$ cat src/rtl/spq_pkg.sv
// Shared types and constants for the sorted priority queue.
`default_nettype none

package spq_pkg;

    localparam int VALUE_W = 32;
    localparam int PRI_W   = 8;
    localparam int OCC_W   = 5;
    localparam int STAT_W  = 2;

    // Operation codes on s_operation
    localparam logic OP_ENQ = 1'b0;
    localparam logic OP_DEQ = 1'b1;

    // Result status codes on m_status
    localparam logic [STAT_W-1:0] ST_ENQ   = 2'd0;
    localparam logic [STAT_W-1:0] ST_DEQ   = 2'd1;
    localparam logic [STAT_W-1:0] ST_UNDER = 2'd2;
    localparam logic [STAT_W-1:0] ST_OVER  = 2'd3;

    // Fill level of the queue as seen by the controller
    typedef enum logic [1:0] {
        Q_EMPTY,
        Q_PART,
        Q_FULL
    } spq_state_t;

    // Commands from controller to datapath
    typedef struct packed {
        logic load;    // capture result payload for this beat
        logic insert;  // insert incoming item into the cell chain
        logic remove;  // pop the front cell
    } spq_cmd_t;

endpackage

`default_nettype wire

$ cat src/rtl/sorted_priority_queue.sv
// Top level of the sorted priority queue.
// Bounded queue of DEPTH entries held in a chain of registers sorted by
// ascending priority number; equal priorities leave in arrival order. Each
// beat on s_ is an enqueue or a dequeue and gives exactly one result beat on
// m_. Every cell compares its priority with the incoming one in the same
// cycle, so the block takes one beat per cycle while results are taken;
// the result sits in an output register, and the next beat is accepted in
// the cycle the waiting result is taken. An enqueue into a full
// queue is dropped with overflow status, a dequeue from an empty queue
// reports underflow. m_occupancy shows the low 5 bits of the entry count.
`default_nettype none

module sorted_priority_queue import spq_pkg::*; #(
    parameter int DEPTH = 16
) (
    input  wire logic                      aclk,
    input  wire logic                      aresetn,
    input  wire logic                      s_valid,
    output logic                           s_ready,
    input  wire logic                      s_operation,
    input  wire logic signed [VALUE_W-1:0] s_item_value,
    input  wire logic [PRI_W-1:0]          s_item_priority,
    output logic                           m_valid,
    input  wire logic                      m_ready,
    output logic [STAT_W-1:0]              m_status,
    output logic signed [VALUE_W-1:0]      m_removed_value,
    output logic [PRI_W-1:0]               m_removed_priority,
    output logic [OCC_W-1:0]               m_occupancy
);

    localparam int CW = $clog2(DEPTH + 1);

    spq_cmd_t      cmd;
    logic [CW-1:0] count;

    spq_ctrl #(
        .DEPTH (DEPTH),
        .CW    (CW)
    ) u_ctrl (
        .aclk        (aclk),
        .aresetn     (aresetn),
        .s_valid     (s_valid),
        .s_ready     (s_ready),
        .s_operation (s_operation),
        .m_valid     (m_valid),
        .m_ready     (m_ready),
        .m_status    (m_status),
        .m_occupancy (m_occupancy),
        .cmd         (cmd),
        .count       (count)
    );

    spq_datapath #(
        .DEPTH (DEPTH),
        .CW    (CW)
    ) u_datapath (
        .aclk             (aclk),
        .cmd              (cmd),
        .count            (count),
        .in_value         (s_item_value),
        .in_priority      (s_item_priority),
        .removed_value    (m_removed_value),
        .removed_priority (m_removed_priority)
    );

endmodule

`default_nettype wire

$ cat src/rtl/spq_datapath.sv
// Sorted cell chain and result payload registers of the priority queue.
`default_nettype none

module spq_datapath import spq_pkg::*; #(
    parameter int DEPTH = 16,
    parameter int CW    = $clog2(DEPTH + 1)
) (
    input  wire logic                      aclk,
    input  wire spq_cmd_t                  cmd,
    input  wire logic [CW-1:0]             count,
    input  wire logic signed [VALUE_W-1:0] in_value,
    input  wire logic [PRI_W-1:0]          in_priority,
    output logic signed [VALUE_W-1:0]      removed_value,
    output logic [PRI_W-1:0]               removed_priority
);

    logic signed [VALUE_W-1:0] val_reg  [DEPTH];
    logic [PRI_W-1:0]          pri_reg  [DEPTH];
    logic signed [VALUE_W-1:0] val_next [DEPTH];
    logic [PRI_W-1:0]          pri_next [DEPTH];
    logic [DEPTH-1:0]          ahead;   // new item goes in front of this cell

    logic signed [VALUE_W-1:0] rvalue_reg;
    logic [PRI_W-1:0]          rpri_reg;

    // Compare every held cell against the incoming priority
    always_comb begin
        for (int i = 0; i < DEPTH; i++) begin
            ahead[i] = !((CW'(i) < count) && (pri_reg[i] <= in_priority));
        end
    end

    // Per-cell next value: keep, take new item, shift back or shift forward
    genvar gi;
    generate
        for (gi = 0; gi < DEPTH; gi++) begin : g_cell
            logic signed [VALUE_W-1:0] up_val;
            logic [PRI_W-1:0]          up_pri;
            logic                      take_new;

            if (gi == 0) begin : g_first
                assign take_new = 1'b1;
            end else begin : g_rest
                assign take_new = !ahead[gi-1];
            end

            if (gi == DEPTH - 1) begin : g_last
                assign up_val = val_reg[gi];
                assign up_pri = pri_reg[gi];
            end else begin : g_inner
                assign up_val = val_reg[gi+1];
                assign up_pri = pri_reg[gi+1];
            end

            always_comb begin
                val_next[gi] = val_reg[gi];
                pri_next[gi] = pri_reg[gi];
                if (cmd.insert && ahead[gi]) begin
                    if (take_new) begin
                        val_next[gi] = in_value;
                        pri_next[gi] = in_priority;
                    end else begin
                        val_next[gi] = val_reg[(gi == 0) ? 0 : gi-1];
                        pri_next[gi] = pri_reg[(gi == 0) ? 0 : gi-1];
                    end
                end else if (cmd.remove) begin
                    val_next[gi] = up_val;
                    pri_next[gi] = up_pri;
                end
            end

            always_ff @(posedge aclk) begin
                val_reg[gi] <= val_next[gi];
                pri_reg[gi] <= pri_next[gi];
            end
        end
    endgenerate

    // Capture the front cell on a dequeue, zero on other accepted beats
    always_ff @(posedge aclk) begin
        if (cmd.load) begin
            rvalue_reg <= cmd.remove ? val_reg[0] : '0;
            rpri_reg   <= cmd.remove ? pri_reg[0] : '0;
        end
    end

    assign removed_value    = rvalue_reg;
    assign removed_priority = rpri_reg;

endmodule

`default_nettype wire

$ cat src/rtl/spq_ctrl.sv
// Controller: handshake, fill-level state machine, entry count and status.
`default_nettype none

module spq_ctrl import spq_pkg::*; #(
    parameter int DEPTH = 16,
    parameter int CW    = $clog2(DEPTH + 1)
) (
    input  wire logic               aclk,
    input  wire logic               aresetn,
    input  wire logic               s_valid,
    output logic                    s_ready,
    input  wire logic               s_operation,
    output logic                    m_valid,
    input  wire logic               m_ready,
    output logic [STAT_W-1:0]       m_status,
    output logic [OCC_W-1:0]        m_occupancy,
    output spq_cmd_t                cmd,
    output logic [CW-1:0]           count
);

    spq_state_t          state_reg, state_next;
    logic [CW-1:0]       count_reg, count_next;
    logic                mvalid_reg, mvalid_next;
    logic [STAT_W-1:0]   status_reg, status_next;
    logic                accept;

    assign s_ready = !mvalid_reg || m_ready;
    assign accept  = s_valid && s_ready;

    // Commands and status for the accepted beat
    always_comb begin
        cmd         = '0;
        status_next = status_reg;
        count_next  = count_reg;
        cmd.load    = accept;
        if (accept) begin
            unique case (state_reg)
                Q_EMPTY: begin
                    cmd.insert  = (s_operation == OP_ENQ);
                    status_next = (s_operation == OP_ENQ) ? ST_ENQ : ST_UNDER;
                end
                Q_PART: begin
                    cmd.insert  = (s_operation == OP_ENQ);
                    cmd.remove  = (s_operation == OP_DEQ);
                    status_next = (s_operation == OP_ENQ) ? ST_ENQ : ST_DEQ;
                end
                Q_FULL: begin
                    cmd.remove  = (s_operation == OP_DEQ);
                    status_next = (s_operation == OP_ENQ) ? ST_OVER : ST_DEQ;
                end
                default: begin
                    status_next = status_reg;
                end
            endcase
            if (cmd.insert) begin
                count_next = count_reg + CW'(1);
            end else if (cmd.remove) begin
                count_next = count_reg - CW'(1);
            end
        end
    end

    // Next fill-level state follows the updated count
    always_comb begin
        if (count_next == '0) begin
            state_next = Q_EMPTY;
        end else if (count_next == CW'(DEPTH)) begin
            state_next = Q_FULL;
        end else begin
            state_next = Q_PART;
        end
    end

    // Hold a result until the downstream side takes it
    always_comb begin
        mvalid_next = mvalid_reg;
        if (accept) begin
            mvalid_next = 1'b1;
        end else if (m_ready) begin
            mvalid_next = 1'b0;
        end
    end

    always_ff @(posedge aclk) begin
        if (!aresetn) begin
            state_reg  <= Q_EMPTY;
            count_reg  <= '0;
            mvalid_reg <= 1'b0;
        end else begin
            state_reg  <= state_next;
            count_reg  <= count_next;
            mvalid_reg <= mvalid_next;
        end
    end

    always_ff @(posedge aclk) begin
        status_reg <= status_next;
    end

    assign m_valid     = mvalid_reg;
    assign m_status    = status_reg;
    assign m_occupancy = OCC_W'(count_reg);
    assign count       = count_reg;

endmodule

`default_nettype wire

$ cat config.mk
export PLATFORM = sky130hd
export DESIGN_NAME = sorted_priority_queue
export DESIGN_NICKNAME = d
export VERILOG_FILES = /design/src/rtl/spq_pkg.sv /design/src/rtl/sorted_priority_queue.sv /design/src/rtl/spq_datapath.sv /design/src/rtl/spq_ctrl.sv
export SDC_FILE = /design/constraint.sdc
export NUM_CORES = 1
export LEC_CHECK = 0
export BUFFER_PORTS_ARGS = -buffer_cell sky130_fd_sc_hd__buf_2
export CAP_MARGIN = 5
export CORE_ASPECT_RATIO = 0.7
export CORE_UTILIZATION = 35
export DETAILED_ROUTE_END_ITERATION = 10
export MAX_ROUTING_LAYER = met4
export SLEW_MARGIN = 5
export SYNTH_ARGS = -nofsm -noshare
export SYNTH_HDL_FRONTEND = slang
export SYNTH_SLANG_ARGS = --single-unit
$ cat constraint.sdc
create_clock -name aclk -period 10.01 [get_ports aclk]
set_input_delay 0 -clock aclk [delete_from_list [all_inputs] [get_ports aclk]]
set_output_delay 0 -clock aclk [all_outputs]
set_load 0.02 [all_outputs]
==> Word-level counts from Yosys, hierarchy flattened <==
Memories as Yosys holds them, arrays and structs flattened.
Index checks and enable logic that the tools add are counted.
Widths: inputs -> output; s select.
{ "totals": {"memories": 2, "ramBits": 640, "wordCells": 213, "regBits": 50, "in_bits": 45, "out_inout_bits": 49} }
{ "classes": {"reduce_logical": 59, "bitwise_logic": 2, "muxes": 107, "add_sub_neg": 2, "n_eq_ne": 3, "n_lt_le_gt_ge": 32} }
{ "mem_list": {"columns": ["memory", "words", "width", "read_ports", "rd_clocked_by_memory_dff", "write_ports", "line", "source"], "rows": [
  ["u_datapath.val_reg", 16, 32, 16, 0, 16, "spq_datapath.sv:17", "logic signed [VALUE_W-1:0] val_reg [DEPTH];"],
  ["u_datapath.pri_reg", 16, 8, 16, 0, 16, "spq_datapath.sv:18", "logic [PRI_W-1:0] pri_reg [DEPTH];"]
]} }
{ "op_table": {"columns": ["cell", "count"], "rows": [
  ["$mux 32", 46],
  ["$mux 8", 46],
  ["$le 8x8->1", 16],
  ["$lt 4x5->1 const A", 8],
  ["$logic_and 1x1->1", 33],
  ["$lt 3x5->1 const A", 4],
  ["$logic_not 1->1", 17],
  ["$mux 5", 3],
  ["$lt 1x5->1 const A", 2],
  ["$lt 2x5->1 const A", 2],
  ["$mux 2", 4],
  ["$mux 1", 7],
  ["$pmux 2 s3", 1],
  ["$reduce_or 2->1", 3],
  ["$add 5x1->5 const B", 1],
  ["$eq 5x5->1 const B", 1],
  ["$logic_not 5->1", 1],
  ["$sub 5x1->5 const B", 1],
  ["$reduce_bool 3->1", 1],
  ["$eq 2x1->1 const B", 1],
  ["$eq 2x2->1 const B", 1],
  ["$logic_not 2->1", 1],
  ["$not 1->1", 2],
  ["$reduce_and 2->1", 1],
  ["other kinds (2)", 2]
]} }

==> Logic depth before layout (Yosys ltp) <==
Gate-level depths: netlist of run 1.
{ "depth": {"word_depth": 9, "depth_mapped": 11, "ltp_nobuf": 8} }

==> By module <==
A second synthesis of run 1 with hierarchy kept.
{ "unflattened": {"cells_unflattened": 3228, "hier_area_um2": 37350.8} }
{ "modules_own_cells": {"columns": ["mod", "seq_area_each_um2", "cells_per_inst", "area_each_um2", "instances"], "rows": [
  ["spq_datapath", 20419.6, 3152, 36690.2, 1],
  ["spq_ctrl", 220.2, 76, 660.6, 1]
]} }

==> Worst setup path before layout of run 1 <==
No wires, ideal clock.
{ "synth_path": {"kind": "input to register", "from": "input port s_item_priority[7]", "to": "memory u_datapath.pri_reg[1][2], in the netlist u_datapath.pri_reg[0][10], enable pin", "slack_ns": 5.034, "path_buffers": 2, "stages": 9, "setup_ns": 0.493, "required_ns": 9.517, "t_arrival_ns": 4.483, "path_cell_list": "clkbuf_1 inv_1 ha_1 nand2_1 o21a_1 o21ai_0 nor2_2 buf_4 o21ai_0"} }
{ "synth_lines": {"columns": ["item", "line", "source"], "rows": [
  ["from (decl)", "sorted_priority_queue.sv:22", "input wire logic [PRI_W-1:0] s_item_priority,"],
  ["to (decl)", "spq_datapath.sv:18", null]
]} }

==> results of run 1 <==
==> worst min path at each step <==
stage                     slack, ns  cells after the start                                  end
final                          0.14                      4  u_datapath.pri_reg[1][32]$_DFFE_PP_
after detailed placement       0.33                      2           u_ctrl.count[0]$_SDFF_PN0_
after global placement         0.33                      2           u_ctrl.count[0]$_SDFF_PN0_
after floorplan                0.12                      1           u_ctrl.count[0]$_SDFF_PN0_
after CTS                      0.10                      4  u_datapath.pri_reg[1][32]$_DFFE_PP_
after global routing           0.15                      4  u_datapath.pri_reg[1][32]$_DFFE_PP_
==> repair_timing <==
item | CTS | global route
resized for setup | 0 | 0
endpoints found under the hold margin | 558 | 0
hold buffers | 43 | 0
endpoints found under the setup margin | 0 | 0
==> layout make-up <==
| type | count | area share, % |
|---|---|---|
| clock buffers | 87 | 4.40 |
| multi-input cells | 2206 | 37.5 |
| well taps | 1414 | 4.24 |
| inverters | 32 | 0.288 |
| flip-flops and latches | 690 | 49.5 |
| clock inverters | 40 | 0.975 |
| repair buffers | 187 | 3.07 |
==> report_power, final <==
group	leakage, nW	internal [mW]	switching, mW
registers	6.46	3.83	0.279
logic	7.96	0.708	1.31
clock network	1.09	1.46	1.22
==> critical path: stages <==
cell           delay, ns
dlygate4sd3_1       0.53
buf_2               0.34
inv_1               0.47
ha_1                0.50
nand4_1             0.16
nor2b_1             0.17
a21boi_1            0.16
o31ai_4             0.18
buf_4               0.79
nand2_2             0.63
buf_4               0.49
==> metal layers <==
metal / routed length (um) / part of all wire, % / vias to the layer above
li1: - / - / 11800
met1: 55000 / 49 / 12700
met2: 43900 / 39 / 1064
met3: 10100 / 9.1 / 120
met4: 2180 / 2.0 / 0
met5: 0 / 0 / -
==> cells by family after synthesis <==
logic type      after synthesis  share of synthesized area [%]
xor+xnor                      4                         0.0940
flops                       690                           55.4
fa+ha+maj                   135                           4.53
compound gates              677                           9.81
simple gates                716                           8.23
buf+inv                     259                           3.31
mux                         674                           18.7
==> Yosys cell counts (5+ instances only) <==
master | n | area (sq um)
a211oi_1 | 5 | 37.5
a21o_1 | 6 | 45.0
a21oi_1 | 257 | 1290
and2_1 | 43 | 269
and4_1 | 5 | 43.8
buf_2 | 76 | 380
buf_4 | 27 | 203
buf_6 | 8 | 90.1
clkbuf_1 | 115 | 432
dfxtp_1 | 8 | 160
edfxtp_1 | 682 | 20500
ha_1 | 135 | 1690
inv_1 | 32 | 120
mux2_1 | 11 | 124
mux2_2 | 135 | 1520
mux2_4 | 5 | 75.1
mux2i_1 | 523 | 5240
nand2_1 | 363 | 1360
nand2b_1 | 5 | 31.3
nand3_1 | 5 | 25.0
nand4_1 | 26 | 163
nor2_1 | 219 | 822
nor2b_1 | 21 | 131
o211ai_1 | 15 | 113
o21a_1 | 7 | 52.6
o21ai_0 | 277 | 1390
o21ai_1 | 75 | 375
or2_2 | 5 | 31.3
==> layout by cell type, fill, tap and decap left out, types with 31 or more instances in the layout <==
cell type      synthesis  routed
edfxtp_1             682     682
mux2i_1              523     523
nand2_1              363     350
o21ai_0              277     276
a21oi_1              257     255
nor2_1               219     217
mux2_2               135     135
ha_1                 135     135
buf_2                 76      93
o21ai_1               75      74
clkbuf_16              0      71
buf_4                 27      51
and2_1                43      43
dlygate4sd3_1          0      43
inv_1                 32      31
==> impl_metrics.xml, run 1 <==
<?xml version="1.0" encoding="UTF-8"?>
<metrics>
  <group name="global_routing">
    <metric name="number_of_global_route_vias_before_repair" unit="">24500</metric>
    <metric name="grt.met3_usage" unit="%">4.61</metric>
    <metric name="grt_pass1_wl" unit="mm">163</metric>
    <metric name="grt_max_degree" unit="">82</metric>
    <metric name="busiest_layer" unit="">met1</metric>
    <metric name="groute.usage.overall" unit="%">21.0</metric>
    <metric name="grt_overflow_total" unit="">0</metric>
    <metric name="antenna_found_initial" unit="">4</metric>
    <metric name="gr-usage-met2" unit="%">27.9</metric>
    <metric name="use_met1" unit="%">31.8</metric>
  </group>
  <group name="timing">
    <metric name="worst_clock_skew" unit="ns">0.0390</metric>
    <metric name="worst_slew_pin_slew" unit="ns">1.06</metric>
    <metric name="setup_ws_post_layout" unit="ns">5.85</metric>
    <metric name="totalNegativeSetupSlack" unit="ns">0</metric>
    <metric name="maxClockFrequency" unit="GHz">0.240</metric>
    <metric name="timing.final.hold_violations" unit="">0</metric>
    <metric name="timing.final.max_slew_violations" unit="">0</metric>
    <metric name="period_share" unit="%">41.6</metric>
    <metric name="finalWorstPathRequiredPeriod" unit="ns">4.16</metric>
    <metric name="slew-limit-headroom" unit="%">29.1</metric>
    <metric name="grt_setup_unrepaired" unit="">false</metric>
    <metric name="hold_ws" unit="ns">0.143</metric>
    <metric name="setup_viol" unit="">0</metric>
  </group>
  <group name="power_and_ir_drop">
    <metric name="power" unit="mW">8.81</metric>
    <metric name="max-vdd-ir-drop" unit="V">0.000114</metric>
    <metric name="cellLeakagePower" unit="nW">15.5</metric>
    <metric name="power-per-cell-area" unit="nW/um^2">211</metric>
  </group>
  <group name="yosys">
    <metric name="synth.cell_area" unit="sq um">37300</metric>
    <metric name="synth_seq_area_share" unit="%">55.4</metric>
    <metric name="yosys_most_used_dff" unit="">edfxtp_1</metric>
    <metric name="edff_count_synth" unit="">682</metric>
    <metric name="ys_warn_count" unit="">0</metric>
    <metric name="synth-async-reset-ratio" unit="%">0</metric>
    <metric name="synthesis.area_per_instance" unit="sq um">11.8</metric>
    <metric name="synth_cells" unit="">3155</metric>
    <metric name="number_of_synthesized_register_bits" unit="">690</metric>
    <metric name="synthDistinctLibCells" unit="">64</metric>
    <metric name="syn-num-nets" unit="">3335</metric>
  </group>
  <group name="detailed_routing">
    <metric name="routed-via-count" unit="">25700</metric>
    <metric name="routed_length_per_instance" unit="um">23.9</metric>
    <metric name="post-route-drc-count" unit="">0</metric>
    <metric name="ant_nets" unit="">0</metric>
    <metric name="detail_route.first_pass.iterations" unit="">6</metric>
    <metric name="drt-initial-drc-count" unit="">2992</metric>
    <metric name="routed_wl" unit="mm">111</metric>
    <metric name="detail_route.vias_per_cell" unit="">5.51</metric>
  </group>
  <group name="finish">
    <metric name="reg_area" unit="sq um">20600</metric>
    <metric name="final-instance-count-excl-fill" unit="">4656</metric>
    <metric name="drive_above_1_share" unit="%">13.4</metric>
    <metric name="finish.instance_area" unit="sq um">41700</metric>
    <metric name="postLayoutCoreUtil" unit="%">39.8</metric>
    <metric name="multi_input_comb_area" unit="sq um">15700</metric>
    <metric name="insertedDiodeCount" unit="">0</metric>
    <metric name="largest_register_ffs" unit="">512</metric>
    <metric name="syn_to_final_growth" unit="%">11.9</metric>
    <metric name="fillCellCount" unit="">10100</metric>
    <metric name="layout.nets" unit="">3368</metric>
  </group>
  <group name="cts">
    <metric name="clk_root_buffer_cell" unit="">clkbuf_16</metric>
    <metric name="clkTransAtPathRegs" unit="ns">0.06</metric>
    <metric name="numCtsBuffers" unit="">71</metric>
    <metric name="clock_sink_count" unit="">690</metric>
    <metric name="ctsLongestPathBuffers" unit="">3</metric>
    <metric name="cts.htree.levels" unit="">3</metric>
    <metric name="tritoncts" unit="">done</metric>
    <metric name="clock_latency" unit="ns">0.67</metric>
    <metric name="postCtsSetupRepairBufs" unit="">0</metric>
  </group>
  <group name="floorplanning">
    <metric name="die_area" unit="sq um">108000</metric>
    <metric name="num_rows" unit="">99</metric>
    <metric name="starting_density_of_the_core" unit="%">35.5</metric>
    <metric name="die_height" unit="um">275</metric>
    <metric name="coreArea" unit="sq um">105000</metric>
    <metric name="die_x" unit="um">392</metric>
    <metric name="ioPinCount" unit="">94</metric>
  </group>
  <group name="job">
    <metric name="timing.max_cap.violations" unit="">0</metric>
  </group>
  <group name="setup_path">
    <metric name="critical_path_start_type" unit="">primary input</metric>
    <metric name="worst-r2r-setup-slack" unit="ns">6.16</metric>
    <metric name="timing.rr.start" unit="">u_ctrl.count[3]$_SDFF_PN0_</metric>
    <metric name="worst_setup_path_end_kind" unit="">flip-flop</metric>
    <metric name="crit_path_end" unit="">u_datapath.val_reg[0][77]$_DFFE_PP_</metric>
    <metric name="worst-endpoint-required" unit="ns">10.35</metric>
    <metric name="r2r_cells" unit="">7</metric>
    <metric name="worst_r2r_endpoint" unit="">u_datapath.val_reg[1][144]$_DFFE_PP_</metric>
    <metric name="timing.critical_path.from" unit="">s_item_priority[2]</metric>
    <metric name="maximum_fanout_count_along_the_critical_path" unit="">81</metric>
    <metric name="worst-endpoint-arrival" unit="ns">4.50</metric>
    <metric name="timing.setup.critical_path_class" unit="">primary input to flip-flop</metric>
  </group>
  <group name="placement">
    <metric name="placed_cells_incl_taps" unit="">4486</metric>
    <metric name="pre_cts_slack" unit="ns">5.91</metric>
    <metric name="detailed_place.area" unit="sq um">39000</metric>
    <metric name="dp_hpwl" unit="mm">66.4</metric>
    <metric name="port_buffers" unit="">93</metric>
    <metric name="routability_congestion_estimate" unit="">0.924</metric>
  </group>
  <group name="min_path">
    <metric name="min-delay-path-class" unit="">primary input to flip-flop</metric>
    <metric name="worst_hold_startpoint" unit="">s_item_priority[0]</metric>
  </group>
  <group name="status">
    <metric name="outcome" unit="">finished, final reports clean</metric>
  </group>
</metrics>
Note: power is estimated with default switching activity, not from simulation.
==> inputs of run 2 (changes only) <==
clock period = 3.8 ns   (was 10.01 ns; I/O delays follow)
==> run 2 against run 1 <==
First-iteration DRC count shrank 9.6%. Design area increased by 1.7%. Critical endpoint is now u_datapath.val_reg[0][55]$_DFFE_PP_. Clock skew is 0.011 ns lower. Register-to-register slack lost 5.7 ns. Largest power group unchanged. Global-route usage about the same. Count of clock-buffer cells in the layout increased by 3. Clock power increased to 2.7 times the previous value.
==> impl_metrics.xml, run 2 (same netlist as run 1, synthesis figures left out) <==
<?xml version="1.0" encoding="UTF-8"?>
<metrics>
  <group name="timing">
    <metric name="worst_clock_skew" unit="ns">0.0279</metric>
    <metric name="maxClockFrequency" unit="GHz">0.298</metric>
    <metric name="finalWorstPathRequiredPeriod" unit="ns">3.35</metric>
    <metric name="period_share" unit="%">88.2</metric>
    <metric name="timing.final.hold_violations" unit="">0</metric>
    <metric name="slew-limit-headroom" unit="%">23.2</metric>
    <metric name="timing.final.max_slew_violations" unit="">0</metric>
    <metric name="setup_viol" unit="">0</metric>
    <metric name="totalNegativeSetupSlack" unit="ns">0</metric>
    <metric name="grt_setup_unrepaired" unit="">false</metric>
    <metric name="worst_slew_pin_slew" unit="ns">1.15</metric>
  </group>
  <group name="finish">
    <metric name="final_cell_mix" unit="">682 x edfxtp_1, 523 x mux2i_1, 350 x nand2_1</metric>
    <metric name="drive_above_1_share" unit="%">15.0</metric>
    <metric name="layout.nets" unit="">3424</metric>
    <metric name="syn_to_final_growth" unit="%">13.8</metric>
    <metric name="largest_register_ffs" unit="">512</metric>
    <metric name="layout_commonest_cell" unit="">edfxtp_1</metric>
    <metric name="postLayoutCoreUtil" unit="%">40.4</metric>
    <metric name="multi_input_comb_area" unit="sq um">15600</metric>
    <metric name="fillCellCount" unit="">10100</metric>
    <metric name="final-instance-count-excl-fill" unit="">4714</metric>
    <metric name="reg_area" unit="sq um">20600</metric>
  </group>
  <group name="detailed_routing">
    <metric name="routed_wl" unit="mm">111</metric>
    <metric name="post-route-drc-count" unit="">0</metric>
    <metric name="ant_nets" unit="">0</metric>
    <metric name="drt-initial-drc-count" unit="">2706</metric>
    <metric name="detail_route.first_pass.iterations" unit="">5</metric>
    <metric name="routed_length_per_instance" unit="um">23.4</metric>
    <metric name="detail_route.vias_per_cell" unit="">5.47</metric>
    <metric name="routed-via-count" unit="">25800</metric>
  </group>
  <group name="global_routing">
    <metric name="grt_overflow_total" unit="">0</metric>
    <metric name="number_of_global_route_vias_before_repair" unit="">24700</metric>
    <metric name="grt_pass1_wl" unit="mm">164</metric>
    <metric name="antenna_found_initial" unit="">1</metric>
    <metric name="groute.usage.overall" unit="%">21.0</metric>
    <metric name="grt_max_degree" unit="">81</metric>
  </group>
  <group name="power_and_ir_drop">
    <metric name="pwr-share-seq" unit="%">46.0</metric>
    <metric name="max-vdd-ir-drop" unit="V">0.000337</metric>
    <metric name="power-per-cell-area" unit="nW/um^2">555</metric>
    <metric name="cellLeakagePower" unit="nW">15.9</metric>
    <metric name="power_frac_clock" unit="%">30.7</metric>
    <metric name="comb_power_share" unit="%">23.3</metric>
    <metric name="power" unit="mW">23.5</metric>
    <metric name="power.share.switching" unit="%">31.4</metric>
    <metric name="p_int" unit="mW">16.2</metric>
    <metric name="switchingPower" unit="mW">7.39</metric>
  </group>
  <group name="setup_path">
    <metric name="timing.critical_path.slowest_cell_delay" unit="ns">0.80</metric>
    <metric name="timing.critical_path.from" unit="">u_datapath.pri_reg[0][3]$_DFFE_PP_</metric>
    <metric name="worst-r2r-setup-slack" unit="ns">0.45</metric>
    <metric name="worst-endpoint-required" unit="ns">4.19</metric>
    <metric name="worst-path-buf-inv" unit="">1</metric>
    <metric name="worst_path_dominant_cell_family" unit="">simple AND/OR/NAND/NOR gates</metric>
    <metric name="worstSetupPathDepth" unit="">8</metric>
    <metric name="timing.setup.critical_path_class" unit="">flip-flop to flip-flop</metric>
    <metric name="maximum_fanout_count_along_the_critical_path" unit="">22</metric>
    <metric name="worst_setup_path_end_kind" unit="">flip-flop</metric>
    <metric name="crit_path_end" unit="">u_datapath.val_reg[0][55]$_DFFE_PP_</metric>
    <metric name="worst_r2r_endpoint" unit="">u_datapath.val_reg[0][55]$_DFFE_PP_</metric>
    <metric name="crit_path_top_delay_cell" unit="">nor2_4</metric>
    <metric name="worst-endpoint-arrival" unit="ns">3.74</metric>
    <metric name="r2r_cells" unit="">8</metric>
    <metric name="critical_path_start_type" unit="">flip-flop</metric>
    <metric name="timing.rr.start" unit="">u_datapath.pri_reg[0][3]$_DFFE_PP_</metric>
    <metric name="worstPathCellList" unit="">ha_1 &gt; and4_1 &gt; nor2b_1 &gt; o32ai_2 &gt; nor2_4 &gt; buf_12 &gt; mux2i_1 &gt; a21oi_1</metric>
  </group>
  <group name="placement">
    <metric name="port_buffers" unit="">93</metric>
    <metric name="routability_congestion_estimate" unit="">0.879</metric>
    <metric name="dp_hpwl" unit="mm">71.4</metric>
    <metric name="placed_cells_incl_taps" unit="">4539</metric>
  </group>
  <group name="cts">
    <metric name="clock_sink_count" unit="">690</metric>
    <metric name="postCtsSetupRepairBufs" unit="">0</metric>
    <metric name="cts_hold_repair.buffers" unit="">44</metric>
    <metric name="cts_repair_resize_count" unit="">0</metric>
    <metric name="clkTransAtPathRegs" unit="ns">0.06</metric>
    <metric name="numCtsBuffers" unit="">73</metric>
    <metric name="clock_latency" unit="ns">0.67</metric>
    <metric name="clk_root_buffer_cell" unit="">clkbuf_16</metric>
    <metric name="ctsLongestPathBuffers" unit="">3</metric>
    <metric name="cts.htree.levels" unit="">3</metric>
    <metric name="tritoncts" unit="">done</metric>
  </group>
  <group name="floorplanning">
    <metric name="die_x" unit="um">392</metric>
    <metric name="die_area" unit="sq um">108000</metric>
    <metric name="die_height" unit="um">275</metric>
    <metric name="starting_density_of_the_core" unit="%">35.5</metric>
    <metric name="num_rows" unit="">99</metric>
    <metric name="coreArea" unit="sq um">105000</metric>
    <metric name="ioPinCount" unit="">94</metric>
  </group>
  <group name="min_path">
    <metric name="min-delay-path-class" unit="">primary input to flip-flop</metric>
    <metric name="worst_hold_startpoint" unit="">s_item_value[21]</metric>
  </group>
  <group name="job">
    <metric name="timing.max_cap.violations" unit="">0</metric>
  </group>
  <group name="status">
    <metric name="outcome" unit="">finished, final reports clean</metric>
  </group>
</metrics>
==> run 2: power groups by stage <==
| stage | clock (mW) | sequential, mW | combinational [mW] |
|---|---|---|---|
| 6_report | 7.24 | 10.8 | 5.49 |
| 5_1_grt | 7.67 | 10.9 | 6.00 |
| 4_1_cts | 7.40 | 10.8 | 5.45 |
| 3_3_place_gp | 0 | 10.9 | 5.29 |
| 3_5_place_dp | 0 | 10.9 | 5.40 |
| 2_1_floorplan | 0 | 10.7 | 3.62 |
==> run 2: worst register-to-register path, stage by stage, from the launching register on <==
cell and delay [ns]:
edfxtp_1 0.59, ha_1 0.42, and4_1 0.24, nor2b_1 0.18
o32ai_2 0.15, nor2_4 0.80, buf_12 0.32, mux2i_1 0.28
a21oi_1 0.09
==> run 2: layout make-up <==
cell class / count / share of cell area [%]
timing repair buffer: 241 / 4.60
multi-input combinational: 2206 / 36.8
clock inverter: 40 / 0.897
clock buffer: 90 / 4.56
sequential: 690 / 48.7
inverter: 32 / 0.283
tap: 1414 / 4.17
antenna: 1 / 0.00590
==> run 2: metrics by stage <==
step	cell area, sq um	hold WS (ns)	worst slack, ns
3_3_place_gp	39700	0.300	0.534
3_5_place_dp	39700	0.303	0.484
2_1_floorplan	37300	0.122	0.0248
4_1_cts	42400	0.00522	0.507
5_1_grt	42400	0.0506	0.371
6_report	42400	0.0455	0.448
==> run 2: how the worst min path moves through the flow <==
stage | cells after the start | slack (ns) | end
after detailed placement | 2 | 0.30 | u_ctrl.count[2]$_SDFF_PN0_
after global routing | 3 | 0.05 | u_datapath.val_reg[1][53]$_DFFE_PP_
after floorplan | 1 | 0.12 | u_ctrl.count[0]$_SDFF_PN0_
final | 3 | 0.05 | u_datapath.val_reg[0][213]$_DFFE_PP_
after global placement | 2 | 0.30 | u_ctrl.count[2]$_SDFF_PN0_
after CTS | 3 | 0.005 | u_datapath.val_reg[1][53]$_DFFE_PP_
==> run 2: per-layer routing <==
metal  part of all wire [%]  vias to the layer above  wire, um  track usage (%)
li1                       -                    11900         -                -
met1                     50                    12800     55000             31.2
met2                     40                      999     44600             28.7
met3                    7.8                      127      8570             4.13
met4                    2.1                        0      2330             5.29
met5                      0                        -         0                -
